**src/design/ffc_pkg.sv**
```systemverilog
`default_nettype none
// ---------------------------------------------------------------------------
// ffc_pkg
// Shared types and constants for the fixed/double converter.
// ---------------------------------------------------------------------------
package ffc_pkg;

    localparam int DEFAULT_MAX_WORD_BITS = 32;
    localparam int WORD_W = 32;
    localparam int DBL_W  = 64;
    localparam int CFG_W  = 11;

    typedef enum logic [1:0] {
        CFG_WORD_BITS   = 2'd0,
        CFG_FRAC_BITS   = 2'd1,
        CFG_SIGNED_MODE = 2'd2
    } t_cfg_idx;

    localparam logic FUNC_FIX2DBL = 1'b0;
    localparam logic FUNC_DBL2FIX = 1'b1;

    // effective format, decoded from the configuration registers
    typedef struct packed {
        logic [5:0]         n;
        logic signed [11:0] f;
        logic               sgn;
        logic [WORD_W-1:0]  mask;
        logic [WORD_W-1:0]  max_w;
        logic [WORD_W-1:0]  min_w;
    } t_fmt;

endpackage
`default_nettype wire

```
**src/design/fixed_float_converter_unit.sv**
```systemverilog
`default_nettype none
// ---------------------------------------------------------------------------
// fixed_float_converter_unit
// Fixed-point word <-> binary64 converter, four-stage pipeline.
// ---------------------------------------------------------------------------
// Input channel: i_valid/o_ready carries one word (i_func, i_fixed_word,
// i_double_bits). i_func low converts the fixed word to a double, high
// converts the double to a fixed word; the unused result field reads 0.
// Output channel: o_valid/i_ready carries o_double_result/o_fixed_result.
// Format registers (word bits, fraction bits, signedness) are written on
// i_cfg_we with i_cfg_idx/i_cfg_data; write them only while the pipe is empty.
// The pipe is an input register plus three stages; one word enters every
// cycle while the output is not held. The pipe advances as one unit: when the
// output word is held by the receiver, every stage holds and o_ready drops, so
// nothing is lost. Bubbles inside the pipe are not squeezed out; they advance with it.
// Reset clears all valid bits and loads word bits 32, fraction 0, unsigned.
// ---------------------------------------------------------------------------
module fixed_float_converter_unit #(
    parameter int MAX_WORD_BITS = ffc_pkg::DEFAULT_MAX_WORD_BITS
) (
    input  wire logic                        i_clk,
    input  wire logic                        i_rst_n,
    input  wire logic                        i_valid,
    output logic                             o_ready,
    input  wire logic                        i_func,
    input  wire logic [ffc_pkg::WORD_W-1:0]  i_fixed_word,
    input  wire logic [ffc_pkg::DBL_W-1:0]   i_double_bits,
    output logic                             o_valid,
    input  wire logic                        i_ready,
    output logic [ffc_pkg::DBL_W-1:0]        o_double_result,
    output logic [ffc_pkg::WORD_W-1:0]       o_fixed_result,
    input  wire logic                        i_cfg_we,
    input  wire logic [1:0]                  i_cfg_idx,
    input  wire logic [ffc_pkg::CFG_W-1:0]   i_cfg_data
);
    logic        en;
    logic [3:0]  r_v;
    logic        r_func0;
    logic [31:0] r_fixed0;
    logic [63:0] r_dbl0;
    ffc_pkg::t_fmt fmt;

    assign en      = !r_v[3] || i_ready;
    assign o_ready = en;
    assign o_valid = r_v[3];

    always_ff @(posedge i_clk) begin
        if (!i_rst_n) begin
            r_v <= '0;
        end else if (en) begin
            r_v <= {r_v[2:0], i_valid};
        end
    end

    always_ff @(posedge i_clk) begin
        if (en) begin
            r_func0  <= i_func;
            r_fixed0 <= i_fixed_word;
            r_dbl0   <= i_double_bits;
        end
    end

    ffc_cfg #(.MAX_WORD_BITS(MAX_WORD_BITS)) u_cfg (
        .i_clk      (i_clk),
        .i_rst_n    (i_rst_n),
        .i_cfg_we   (i_cfg_we),
        .i_cfg_idx  (i_cfg_idx),
        .i_cfg_data (i_cfg_data),
        .o_fmt      (fmt)
    );

    ffc_f2d u_f2d (
        .i_clk    (i_clk),
        .i_en     (en),
        .i_func   (r_func0),
        .i_word   (r_fixed0),
        .i_fmt    (fmt),
        .o_result (o_double_result)
    );

    ffc_d2f u_d2f (
        .i_clk    (i_clk),
        .i_en     (en),
        .i_func   (r_func0),
        .i_dbl    (r_dbl0),
        .i_fmt    (fmt),
        .o_result (o_fixed_result)
    );
endmodule
`default_nettype wire

```
**src/design/ffc_cfg.sv**
```systemverilog
`default_nettype none
// ---------------------------------------------------------------------------
// ffc_cfg
// Configuration registers and registered decode of the effective format.
// ---------------------------------------------------------------------------
module ffc_cfg #(
    parameter int MAX_WORD_BITS = ffc_pkg::DEFAULT_MAX_WORD_BITS
) (
    input  wire logic                     i_clk,
    input  wire logic                     i_rst_n,
    input  wire logic                     i_cfg_we,
    input  wire logic [1:0]               i_cfg_idx,
    input  wire logic [ffc_pkg::CFG_W-1:0] i_cfg_data,
    output ffc_pkg::t_fmt                 o_fmt
);
    localparam logic [5:0] MAX_N = 6'(MAX_WORD_BITS);

    logic [5:0]         r_word_bits;
    logic signed [10:0] r_frac_bits;
    logic               r_signed_mode;
    ffc_pkg::t_fmt      r_fmt;
    ffc_pkg::t_fmt      n_fmt;

    logic [5:0]         n_eff;
    logic signed [11:0] fx;
    logic signed [11:0] lo;
    logic signed [11:0] hi;
    logic [32:0]        mask33;
    logic [32:0]        sb33;

    always_ff @(posedge i_clk) begin
        if (!i_rst_n) begin
            r_word_bits   <= 6'd32;
            r_frac_bits   <= '0;
            r_signed_mode <= 1'b0;
        end else if (i_cfg_we) begin
            unique case (ffc_pkg::t_cfg_idx'(i_cfg_idx))
                ffc_pkg::CFG_WORD_BITS:   r_word_bits   <= i_cfg_data[5:0];
                ffc_pkg::CFG_FRAC_BITS:   r_frac_bits   <= $signed(i_cfg_data[10:0]);
                ffc_pkg::CFG_SIGNED_MODE: r_signed_mode <= i_cfg_data[0];
                default: ;
            endcase
        end
    end

    always_comb begin
        if (r_word_bits == 6'd0) begin
            n_eff = 6'd1;
        end else if (r_word_bits > MAX_N) begin
            n_eff = MAX_N;
        end else begin
            n_eff = r_word_bits;
        end
        fx = {r_frac_bits[10], r_frac_bits};
        lo = $signed({6'b0, n_eff}) - 12'sd1024;
        hi = 12'sd1023 - $signed({6'b0, n_eff});
        mask33 = (33'd1 << n_eff) - 33'd1;
        sb33   = r_signed_mode ? (33'd1 << (n_eff - 6'd1)) : 33'd0;

        n_fmt.n     = n_eff;
        n_fmt.sgn   = r_signed_mode;
        if (fx < lo) begin
            n_fmt.f = lo;
        end else if (fx > hi) begin
            n_fmt.f = hi;
        end else begin
            n_fmt.f = fx;
        end
        n_fmt.mask  = mask33[31:0];
        n_fmt.max_w = mask33[31:0] ^ sb33[31:0];
        n_fmt.min_w = sb33[31:0];
    end

    always_ff @(posedge i_clk) begin
        r_fmt <= n_fmt;
    end

    assign o_fmt = r_fmt;
endmodule
`default_nettype wire

```
**src/design/ffc_f2d.sv**
```systemverilog
`default_nettype none
// ---------------------------------------------------------------------------
// ffc_f2d
// Fixed to double: sign/magnitude, leading-zero count, normalize and pack.
// ---------------------------------------------------------------------------
module ffc_f2d (
    input  wire logic                       i_clk,
    input  wire logic                       i_en,
    input  wire logic                       i_func,
    input  wire logic [ffc_pkg::WORD_W-1:0] i_word,
    input  ffc_pkg::t_fmt                   i_fmt,
    output logic [ffc_pkg::DBL_W-1:0]       o_result
);
    logic        r_sel1, r_neg1;
    logic [31:0] r_mag1;
    logic        r_sel2, r_neg2, r_zero2;
    logic [31:0] r_mag2;
    logic [4:0]  r_lz2;
    logic [63:0] r_res3;

    logic [31:0] w;
    logic        neg;
    logic [31:0] n_mag;
    logic [4:0]  n_lz;
    logic        found;
    logic [31:0] norm;
    logic signed [12:0] exp13;
    logic [63:0] n_res;

    always_comb begin
        w     = i_word & i_fmt.mask;
        neg   = i_fmt.sgn & w[i_fmt.n[4:0] - 5'd1];
        n_mag = neg ? ((~w + 32'd1) & i_fmt.mask) : w;
    end

    always_comb begin
        n_lz  = '0;
        found = 1'b0;
        for (int i = 31; i >= 0; i--) begin
            if (!found && r_mag1[i]) begin
                n_lz  = 5'(31 - i);
                found = 1'b1;
            end
        end
    end

    always_comb begin
        norm  = r_mag2 << r_lz2;
        exp13 = 13'sd1054 - $signed({8'b0, r_lz2}) - $signed({i_fmt.f[11], i_fmt.f});
        if (!r_sel2 || r_zero2) begin
            n_res = '0;
        end else begin
            n_res = {r_neg2, exp13[10:0], norm[30:0], 21'b0};
        end
    end

    always_ff @(posedge i_clk) begin
        if (i_en) begin
            r_sel1  <= (i_func == ffc_pkg::FUNC_FIX2DBL);
            r_neg1  <= neg;
            r_mag1  <= n_mag;
            r_sel2  <= r_sel1;
            r_neg2  <= r_neg1;
            r_mag2  <= r_mag1;
            r_zero2 <= (r_mag1 == 32'd0);
            r_lz2   <= n_lz;
            r_res3  <= n_res;
        end
    end

    assign o_result = r_res3;
endmodule
`default_nettype wire

```
**src/design/ffc_d2f.sv**
```systemverilog
`default_nettype none
// ---------------------------------------------------------------------------
// ffc_d2f
// Double to fixed: unpack and scale, align, then saturate/round/mask.
// ---------------------------------------------------------------------------
module ffc_d2f (
    input  wire logic                       i_clk,
    input  wire logic                       i_en,
    input  wire logic                       i_func,
    input  wire logic [ffc_pkg::DBL_W-1:0]  i_dbl,
    input  ffc_pkg::t_fmt                   i_fmt,
    output logic [ffc_pkg::WORD_W-1:0]      o_result
);
    logic        r_sel1, r_neg1, r_nan1, r_big1;
    logic [52:0] r_m1;
    logic [5:0]  r_rsh1;
    logic        r_sel2, r_neg2, r_nan2, r_big2, r_half2, r_sticky2;
    logic [52:0] r_ip2;
    logic [31:0] r_res3;

    logic [10:0] expf;
    logic [51:0] man;
    logic        mnz;
    logic signed [12:0] e13;
    logic signed [12:0] k13;
    logic [12:0] negk;
    logic [5:0]  n_rsh;
    logic [52:0] n_m;

    logic [63:0] mext;
    logic [63:0] lowmask;
    logic [63:0] shr;

    logic [52:0] lim;
    logic        over;
    logic [31:0] t;
    logic [31:0] rr;
    logic [31:0] n_res;

    always_comb begin
        expf = i_dbl[62:52];
        man  = i_dbl[51:0];
        mnz  = (expf != 11'd0) || (man != 52'd0);
        n_m  = (expf == 11'd0) ? {1'b0, man} : {1'b1, man};
        e13  = (expf == 11'd0) ? -13'sd1074 : ($signed({2'b0, expf}) - 13'sd1075);
        k13  = e13 + $signed({i_fmt.f[11], i_fmt.f});
        negk = 13'(-k13);
        if (!k13[12]) begin
            n_rsh = '0;
        end else if (negk > 13'd63) begin
            n_rsh = 6'd63;
        end else begin
            n_rsh = negk[5:0];
        end
    end

    always_comb begin
        mext    = {11'b0, r_m1};
        lowmask = (64'd1 << r_rsh1) - 64'd1;
        shr     = mext >> r_rsh1;
    end

    always_comb begin
        lim  = r_neg2 ? {21'b0, i_fmt.min_w} : {21'b0, i_fmt.max_w};
        over = r_big2 || (r_ip2 > lim) || ((r_ip2 == lim) && r_sticky2);
        t    = r_ip2[31:0] + {31'b0, r_half2};
        rr   = (r_neg2 ? (32'd0 - t) : t) & i_fmt.mask;
        if (!r_sel2 || r_nan2) begin
            n_res = '0;
        end else if (over) begin
            n_res = r_neg2 ? i_fmt.min_w : i_fmt.max_w;
        end else begin
            n_res = rr;
        end
    end

    always_ff @(posedge i_clk) begin
        if (i_en) begin
            r_sel1    <= (i_func == ffc_pkg::FUNC_DBL2FIX);
            r_neg1    <= i_dbl[63];
            r_nan1    <= (expf == 11'h7FF) && (man != 52'd0);
            r_big1    <= !k13[12] && mnz;
            r_m1      <= n_m;
            r_rsh1    <= n_rsh;
            r_sel2    <= r_sel1;
            r_neg2    <= r_neg1;
            r_nan2    <= r_nan1;
            r_big2    <= r_big1;
            r_ip2     <= shr[52:0];
            r_half2   <= |(mext & (lowmask ^ (lowmask >> 1)));
            r_sticky2 <= |(mext & lowmask);
            r_res3    <= n_res;
        end
    end

    assign o_result = r_res3;
endmodule
`default_nettype wire

```
**config.mk**
```make
export PLATFORM = sky130hd
export DESIGN_NAME = fixed_float_converter_unit
export DESIGN_NICKNAME = d
export VERILOG_FILES = /design/src/design/ffc_pkg.sv /design/src/design/fixed_float_converter_unit.sv /design/src/design/ffc_cfg.sv /design/src/design/ffc_f2d.sv /design/src/design/ffc_d2f.sv
export SDC_FILE = /design/constraint.sdc
export NUM_CORES = 1
export LEC_CHECK = 0
export BUFFER_PORTS_ARGS = -buffer_cell sky130_fd_sc_hd__clkbuf_2
export CAP_MARGIN = 20
export CORE_ASPECT_RATIO = 0.75
export CORE_MARGIN = 2
export CORE_UTILIZATION = 45
export DETAILED_ROUTE_END_ITERATION = 12
export HOLD_SLACK_MARGIN = 0.15
export PLACE_DENSITY = 0.61
export SYNTH_ARGS = -nofsm -noshare
export SYNTH_HDL_FRONTEND = slang
export SYNTH_SLANG_ARGS = --single-unit
```
**constraint.sdc**
```tcl
create_clock -name i_clk -period 13 [get_ports i_clk]
set_input_delay 0.65 -clock i_clk [delete_from_list [all_inputs] [get_ports i_clk]]
set_output_delay 0.65 -clock i_clk [all_outputs]
set_load 0.01 [all_outputs]
```
==> results by group, run 1 <==
Route
  – 1st-pass router iterations: 6
  – DRC viols: 0
  – Remaining antenna violation count: 0
  – Vias/cell: 6.20
  – Total Wirelength: 106,000 µm
  – Routed via count: 25,040
  – Wirelength per Cell: 26.2 µm
  – Initial DRC Count: 3,167

Synthesis
  – Count leader, synth: edfxtp_1
  – Post-synth top area share: a little under two fifths
  – Simple logic cell fraction of the synthesized area: 18.4%
  – Syn_area_per_cell: approximately 10 µm²
  – Area leader, netlist: edfxtp_1
  – Synth Area in Compound Gates: 14.3%
  – Main combinational cell family by area after synthesis: simple AND/OR/NAND/NOR gates
  – Syn. warnings: 0
  – Post-synthesis mux area share: a little under a tenth
  – Asr flop ratio synth: 0%
  – Post-Synthesis Cells: about 3,000
  – Mapped cell area: 29,700 µm²
  – Top_reg_cell synth: edfxtp_1
  – Yosys cell types: 102
  – Largest cells by area after synthesis: edfxtp_1 37%, dfxtp_1 9.1%, mux4_2 4.3%
  – Synth Area in Adders: ~3.7%
  – EDFF count, synth: about 370
  – Top cells by count, synth: 367 x edfxtp_1, 325 x nand2_1, 313 x nor2_1
  – XOR/XNOR Fraction of Synth Area: 4.50%
  – Synth Register Bits: 502
  – Sequential-to-total area share from yosys stat: about 46%

CTS
  – Clock Tree Buf Depth: 3
  – CTS tree: yes
  – Clock sinks: 502
  – Post-CTS Setup Inserts: 0
  – Number of gates resized after CTS: 0
  – Root buffer cell: clkbuf_16
  – Total CTS buffers: between 50 and 60
  – Post-CTS Hold Fix Bufs: 0
  – Clk slew on worst S/H paths: 0.07 ns
  – Clk_lat worst skew: 0.64 ns
  – H-tree Lvls: 2

Pwr
  – Overall Power: approximately 5.4 mW
  – Cell Pwr Density: 162 nW/µm²
  – Pleak: 13.1 nW
  – Peak supply drop: 167 µV

Floorplan
  – Row count: 81
  – Die ar.: 68,200 µm²
  – Ports: 213
  – Die width: 301 µm
  – Core ar.: around 65,000 µm²
  – Chip height: around 230 µm
  – Starting Density: 45.6%

Timing
  – Fmax: 0.180 GHz
  – # setup viols final: 0
  – Max-slew headroom: 15.6%
  – RSZ-0062 raised after global routing: no
  – Final Critical Period: around 5.6 ns
  – Setup TNS: 0 ns
  – Fin Hold WS: 0.190 ns
  – Part of the cycle the worst path needs: roughly 43%
  – Max-slew violations: 0
  – Worst-Margin Slew: 1.25 ns
  – Clock skew: approximately 0.038 ns
  – Final Hold Viols: 0

Setup path
  – RR Startpoint: u_d2f.r_rsh1[3]
  – Arrival time at the worst endpoint: 5.92 ns
  – Reg-to-reg endpoint: u_d2f.r_sticky2
  – R2R setup slack: 7.43 ns
  – CP Class: reg -> reg
  – CP endpoint kind: flop
  – Data required, critical path: 13.35 ns
  – Startpoint types: flop
  – CP Max Fanout: 71
  – Reg2reg path depth: 13
  – Critical path origin: u_d2f.r_rsh1[3]
  – Critical Path End: u_d2f.r_sticky2

Cells and area
  – Share of layout cells above drive strength 1: 14.2%
  – Filler cell count: 6,036
  – Fin nets: 3,322
  – Cell area after layout: ~33,000 µm²
  – P&R area growth vs syn: 11.9%

Global route
  – Total grt overflow: 0
  – Initial antenna violation count: 7
  – Global-route wire length before repair: ~150,000 µm
  – Gr usage total: 30.7%
  – Vias in the first global route: between 20,000 and 25,000
  – Largest net degree at the start of global routing: about 70

Placement
  – RePlAce Congestion: roughly 1.0
  – Placed Area: approximately 31,000 µm²
  – DP HPWL: 81,800 µm
  – I/O Buffers: 191

Flow run
  – Maximum capacitance violations: 0

Status
  – Status: completed

Worst hold path
  – Min-Delay Path Class: in -> reg
-- layout make-up --
type	instances	area (µm²)	share of cell area (%)
diodes	2	5.00	0.0150
well taps	871	1090	3.27
multi-input cells	2241	15000	45.0
clock buffers	76	1550	4.67
inverters	83	312	0.936
repair buffers	243	1340	4.03
clock inverters	20	283	0.850
flip-flops and latches	502	13700	41.2
-- stage by stage --
| stage | worst slack, ns | utilization, % | std cells |
|---|---|---|---|
| detailed placement | 7.68 | 48.1 | 3938 |
| CTS | 7.60 | 51.0 | 4034 |
| global route | 7.27 | 51.0 | 4036 |
| floorplan | 0.662 | - | 3018 |
| global placement | 7.61 | 48.1 | 3935 |
| finish | 7.43 | 51.0 | 4038 |
-- metal layers --
| metal | up-vias | share of wire, % | track usage (%) |
|---|---|---|---|
| met5 | - | 0.026 | 0 |
| met4 | 4 | 1.5 | 5.63 |
| met3 | 110 | 12 | 7.49 |
| met2 | 1377 | 37 | 38.8 |
| met1 | 12246 | 50 | 51.2 |
| li1 | 11303 | - | - |
-- worst max-delay path, stage by stage (launching register included) --
cell and delay [ns]:
edfxtp_1 0.76, buf_4 0.67, nor3_1 0.13, nand3_1 0.13, ha_1 0.82, o41ai_4 0.39
nor2_1 0.18, buf_4 0.20, mux2_1 0.35, a31oi_2 0.33, nor2b_1 0.08, a2111oi_1 0.90
buf_4 0.24, nand3_1 0.09
-- flip-flops by register name, summed over array words and instances, names as in the netlist, 6 cells and up --
| register | count |
|---|---|
| u_f2d.r_mag1 | 32 |
| u_cfg.o_fmt | 113 |
| u_d2f.r_ip2 | 53 |
| u_f2d.o_result | 43 |
| r_fixed0 | 32 |
| u_d2f.r_m1 | 53 |
| u_f2d.r_mag2 | 31 |
| u_cfg.r_word_bits | 6 |
| u_d2f.r_rsh1 | 6 |
| u_cfg.r_frac_bits | 11 |
| r_dbl0 | 64 |
| u_d2f.o_result | 32 |
-- report_power, final --
part	leakage [nW]	switching, mW	internal [mW]
combinational	7.00	1.03	0.617
sequential	5.17	0.223	1.92
clock	0.904	0.644	0.951
total	13.1	1.90	3.48
-- layout by cell type (no fill, tap or decap), types with 16 or more instances in the layout --
master / count
xor2_1: 41
o21a_1: 24
and3_1: 25
nand3_1: 76
nand2b_1: 26
clkbuf_2: 191
o31ai_1: 20
nor3_1: 73
mux4_2: 57
a21o_1: 21
or3_1: 17
and2_1: 60
xnor2_1: 110
a22oi_1: 16
nor2_1: 312
nand4_1: 36
a31oi_1: 33
inv_1: 74
ha_1: 83
o22ai_1: 36
nand2_1: 325
or2_2: 19
a211oi_1: 49
nor4_1: 48
dfxtp_1: 135
nor2b_1: 46
buf_4: 49
edfxtp_1: 367
clkbuf_16: 54
mux2i_1: 128
a21oi_1: 153
o21ai_0: 156
conb_1: 23
-- logic make-up after synthesis --
kind of cell / count (synthesis)
compound gates: 653
xor+xnor: 152
fa+ha+maj: 86
buf+inv: 275
flops: 502
mux: 199
other cells: 2
simple gates: 1128
-- worst min path at each step --
| stage | depth (start not counted) | slack, ns | startpoint | end |
|---|---|---|---|---|
| 5_1_grt | 1 | 0.17 | i_double_bits[3] | r_dbl0[3] |
| 6_report | 1 | 0.19 | i_double_bits[9] | r_dbl0[9] |
| 3_5_place_dp | 0 | 0.41 | r_dbl0[63] | u_d2f.r_neg1 |
| 4_1_cts | 1 | 0.15 | i_double_bits[5] | r_dbl0[5] |
| 3_3_place_gp | 0 | 0.41 | r_dbl0[63] | u_d2f.r_neg1 |
| 2_1_floorplan | 0 | 0.36 | u_cfg.r_signed_mode | u_cfg.o_fmt[96] |
(Power assumes the default switching activity.)
==> run 2: changes to the inputs <==
- ABC_AREA: default -> 1
- PLACE_DENSITY: 0.61 -> 0.58
- clock period: 13 -> 5.8 ns (I/O delays scaled with it)
==> run 2 against run 1 <==
Utilization rose by 1.4 points. Worst setup slack got worse by 5.9 ns. Flip-flop and latch count unchanged.
==> results by group, run 2 <==
CTS
  – Clk slew on worst S/H paths: 0.07 ns
  – Post-CTS Setup Inserts: 0
  – H-tree Lvls: 2
  – Post-CTS Hold Fix Bufs: 123
  – Clk_lat worst skew: around 0.64 ns
  – Number of gates resized after CTS: 0
  – Root buffer cell: clkbuf_16
  – Clock Tree Buf Depth: 3
  – CTS tree: yes
  – Total CTS buffers: 52
  – Clock sinks: 502

Synthesis
  – Syn_area_per_cell: 7.65 µm²
  – Synth Register Bits: 502
  – Yosys cell types: 61
  – Area leader, netlist: edfxtp_1
  – Sequential-to-total area share from yosys stat: roughly 44%
  – Syn. warnings: 0
  – Asr flop ratio synth: 0%
  – Post-Synthesis Cells: a little over 4,000
  – Mapped cell area: 31,000 µm²
  – Count leader, synth: nand2_1
  – Post-synth top area share: 35.5%
  – Top_reg_cell synth: edfxtp_1
  – Largest cells by area after synthesis: edfxtp_1 35%, nand2_1 13%, dfxtp_1 8.7%
  – Top cells by count, synth: 1,052 x nand2_1, 478 x nor2_1, 419 x nand3_1
  – EDFF count, synth: 367

Placement
  – I/O Buffers: 191
  – RePlAce Congestion: 0.979
  – Placed Area: 32,800 µm²
  – DP HPWL: 83,600 µm
  – Post-Place Cells: between 5,000 and 6,000

Route
  – Initial DRC Count: 3,184
  – Routed via count: between 20,000 and 30,000
  – Wirelength per Cell: 20.3 µm
  – DRC viols: 0
  – 1st-pass router iterations: 7
  – Vias/cell: 5.50
  – Total Wirelength: 107,000 µm
  – Remaining antenna violation count: 0

Timing
  – Clock skew: 0.0253 ns
  – Worst-Margin Slew: 1.15 ns
  – RSZ-0062 raised after global routing: no
  – # setup viols final: 0
  – Max-slew violations: 0
  – Max-slew headroom: a little under a quarter
  – Part of the cycle the worst path needs: approximately three quarters
  – Final Critical Period: 4.26 ns
  – Fmax: between 0.2 and 0.25 GHz
  – Final Hold Viols: 0

Setup path
  – CP Max Fanout: 18
  – Data required, critical path: 6.16 ns
  – CP max-delay cell: edfxtp_1
  – Startpoint types: flop
  – CP Class: reg -> reg
  – CP max stage delay: roughly 0.91 ns
  – Arrival time at the worst endpoint: 4.62 ns
  – Crit-path most repeated cell: nand2_1
  – Reg2reg path depth: 18
  – CP endpoint kind: flop
  – Cells along the critical path: inv_1 > nand3_2 > nor2_1 > inv_1 > ha_1 > nand3_2 > inv_2 > nand2_4 > nor2_2 > nand2_1 > nand2_1 > nand3_1 > nand3_1 > nand2_1 > nor2_1 > nand2_1 > nor3_1 > nand3_1

Cells and area
  – Fin nets: approximately 4,500
  – Area of the multi-input gates: 15,100 µm²
  – P&R area growth vs syn: 15.4%
  – Filler cell count: 6,738
  – Commonest non-fill, non-tap cell in the layout: nand2_1
  – Cell area after layout: approximately 36,000 µm²
  – Layout Cells excl Fill: 5,265
  – Largest register FFs: 113
  – Share of layout cells above drive strength 1: 9.41%
  – Most frequent cells in the layout: 1,052 x nand2_1, 476 x nor2_1, 419 x nand3_1
  – Register Area: 13,700 µm²

Floorplan
  – Chip height: ~230 µm
  – Ports: approximately 210
  – Row count: 83
  – Core ar.: 68,300 µm²
  – Die ar.: 71,100 µm²
  – Die width: about 300 µm
  – Starting Density: 45.4%

Global route
  – Gr usage total: 29.7%
  – Total grt overflow: 0
  – Global-route wire length before repair: 160,000 µm
  – Vias in the first global route: 25,986
  – Initial antenna violation count: 2
  – Largest net degree at the start of global routing: 158

Pwr
  – Cell Pwr Density: 395 nW/µm²
  – Peak supply drop: 214 µV
  – Pleak: between 15 and 20 nW

Worst hold path
  – Hold depth: 2
  – Min-Delay Path Class: in -> reg

Status
  – Status: completed

Flow run
  – Maximum capacitance violations: 0
## run 2: area by class of cell
class	count	share of cell area (%)
tap	892	3.12
multi-input combinational	3012	42.2
clock buffer	68	4.13
timing repair buffer	347	6.94
sequential	502	38.3
inverter	412	4.33
clock inverter	29	0.954
antenna	3	0.0210
## run 2: critical path: cells and delay by family (launching register included)
kind                     cells  cell delay [ns]
AND/OR/NAND/NOR             14             2.31
buffers and inverters        3             0.51
adder cells (fa/ha/maj)      1             0.26
flip-flops                   1             0.91
## run 2: path summary, 6_finish.rpt
path / start / slack, ns / endpoint
worst max-delay path: u_d2f.r_rsh1[2] / 1.54 / u_d2f.r_half2
worst min-delay path: i_fixed_word[7] / 0.37 / r_fixed0[7]
worst max register to register: u_d2f.r_rsh1[2] / 1.54 / u_d2f.r_half2
worst min register to register: u_d2f.r_big1 / 0.41 / u_d2f.r_big2
## run 2: cells by family (layout without fill, tap and decap cells)
| group | after synthesis | count (layout) | synth area share, % |
|---|---|---|---|
| and+or+nand+nor | 2233 | 2233 | 31.2 |
| buffers and inverters | 565 | 856 | 7.41 |
| AOI/OAI and AO/OA | 552 | 552 | 10.0 |
| DFF | 502 | 502 | 44.2 |
| adders and majority gates | 85 | 85 | 3.47 |
| muxes | 62 | 62 | 2.00 |
| xor gates and xnor gates | 57 | 57 | 1.70 |
| other | 2 | 26 | 0.0242 |
## run 2: where the power goes
part           total, mW  switching, mW  internal [mW]
logic               5.66           3.91           1.75
registers           4.91          0.509           4.41
clock network       3.58           1.53           2.05
total               14.1           5.94           8.21
## run 2: stage by stage
| stage | utilization, % | setup TNS [ns] | hold WS (ns) | power [mW] | worst slack [ns] |
|---|---|---|---|---|---|
| 2_1_floorplan | - | -256.72 | 0.389 | 8.62 | -0.699 |
| 3_3_place_gp | 47.9 | 0 | 0.401 | 10.4 | 1.79 |
| 3_5_place_dp | 47.9 | 0 | 0.410 | 10.3 | 1.82 |
| 4_1_cts | 52.4 | 0 | 0.325 | 14.0 | 1.76 |
| 5_1_grt | 52.4 | 0 | 0.355 | 15.0 | 1.17 |
| 6_report | 52.4 | 0 | 0.365 | 14.1 | 1.54 |
## run 2: metal layers
| metal | up-vias | track usage (%) | routed length (µm) |
|---|---|---|---|
| met2 | 1348 | 37.3 | 39000 |
| met1 | 13278 | 46.2 | 51600 |
| met4 | 4 | 5.55 | 1610 |
| met5 | - | 1.57 | 162 |
| li1 | 14246 | - | - |
| met3 | 99 | 12.3 | 14700 |
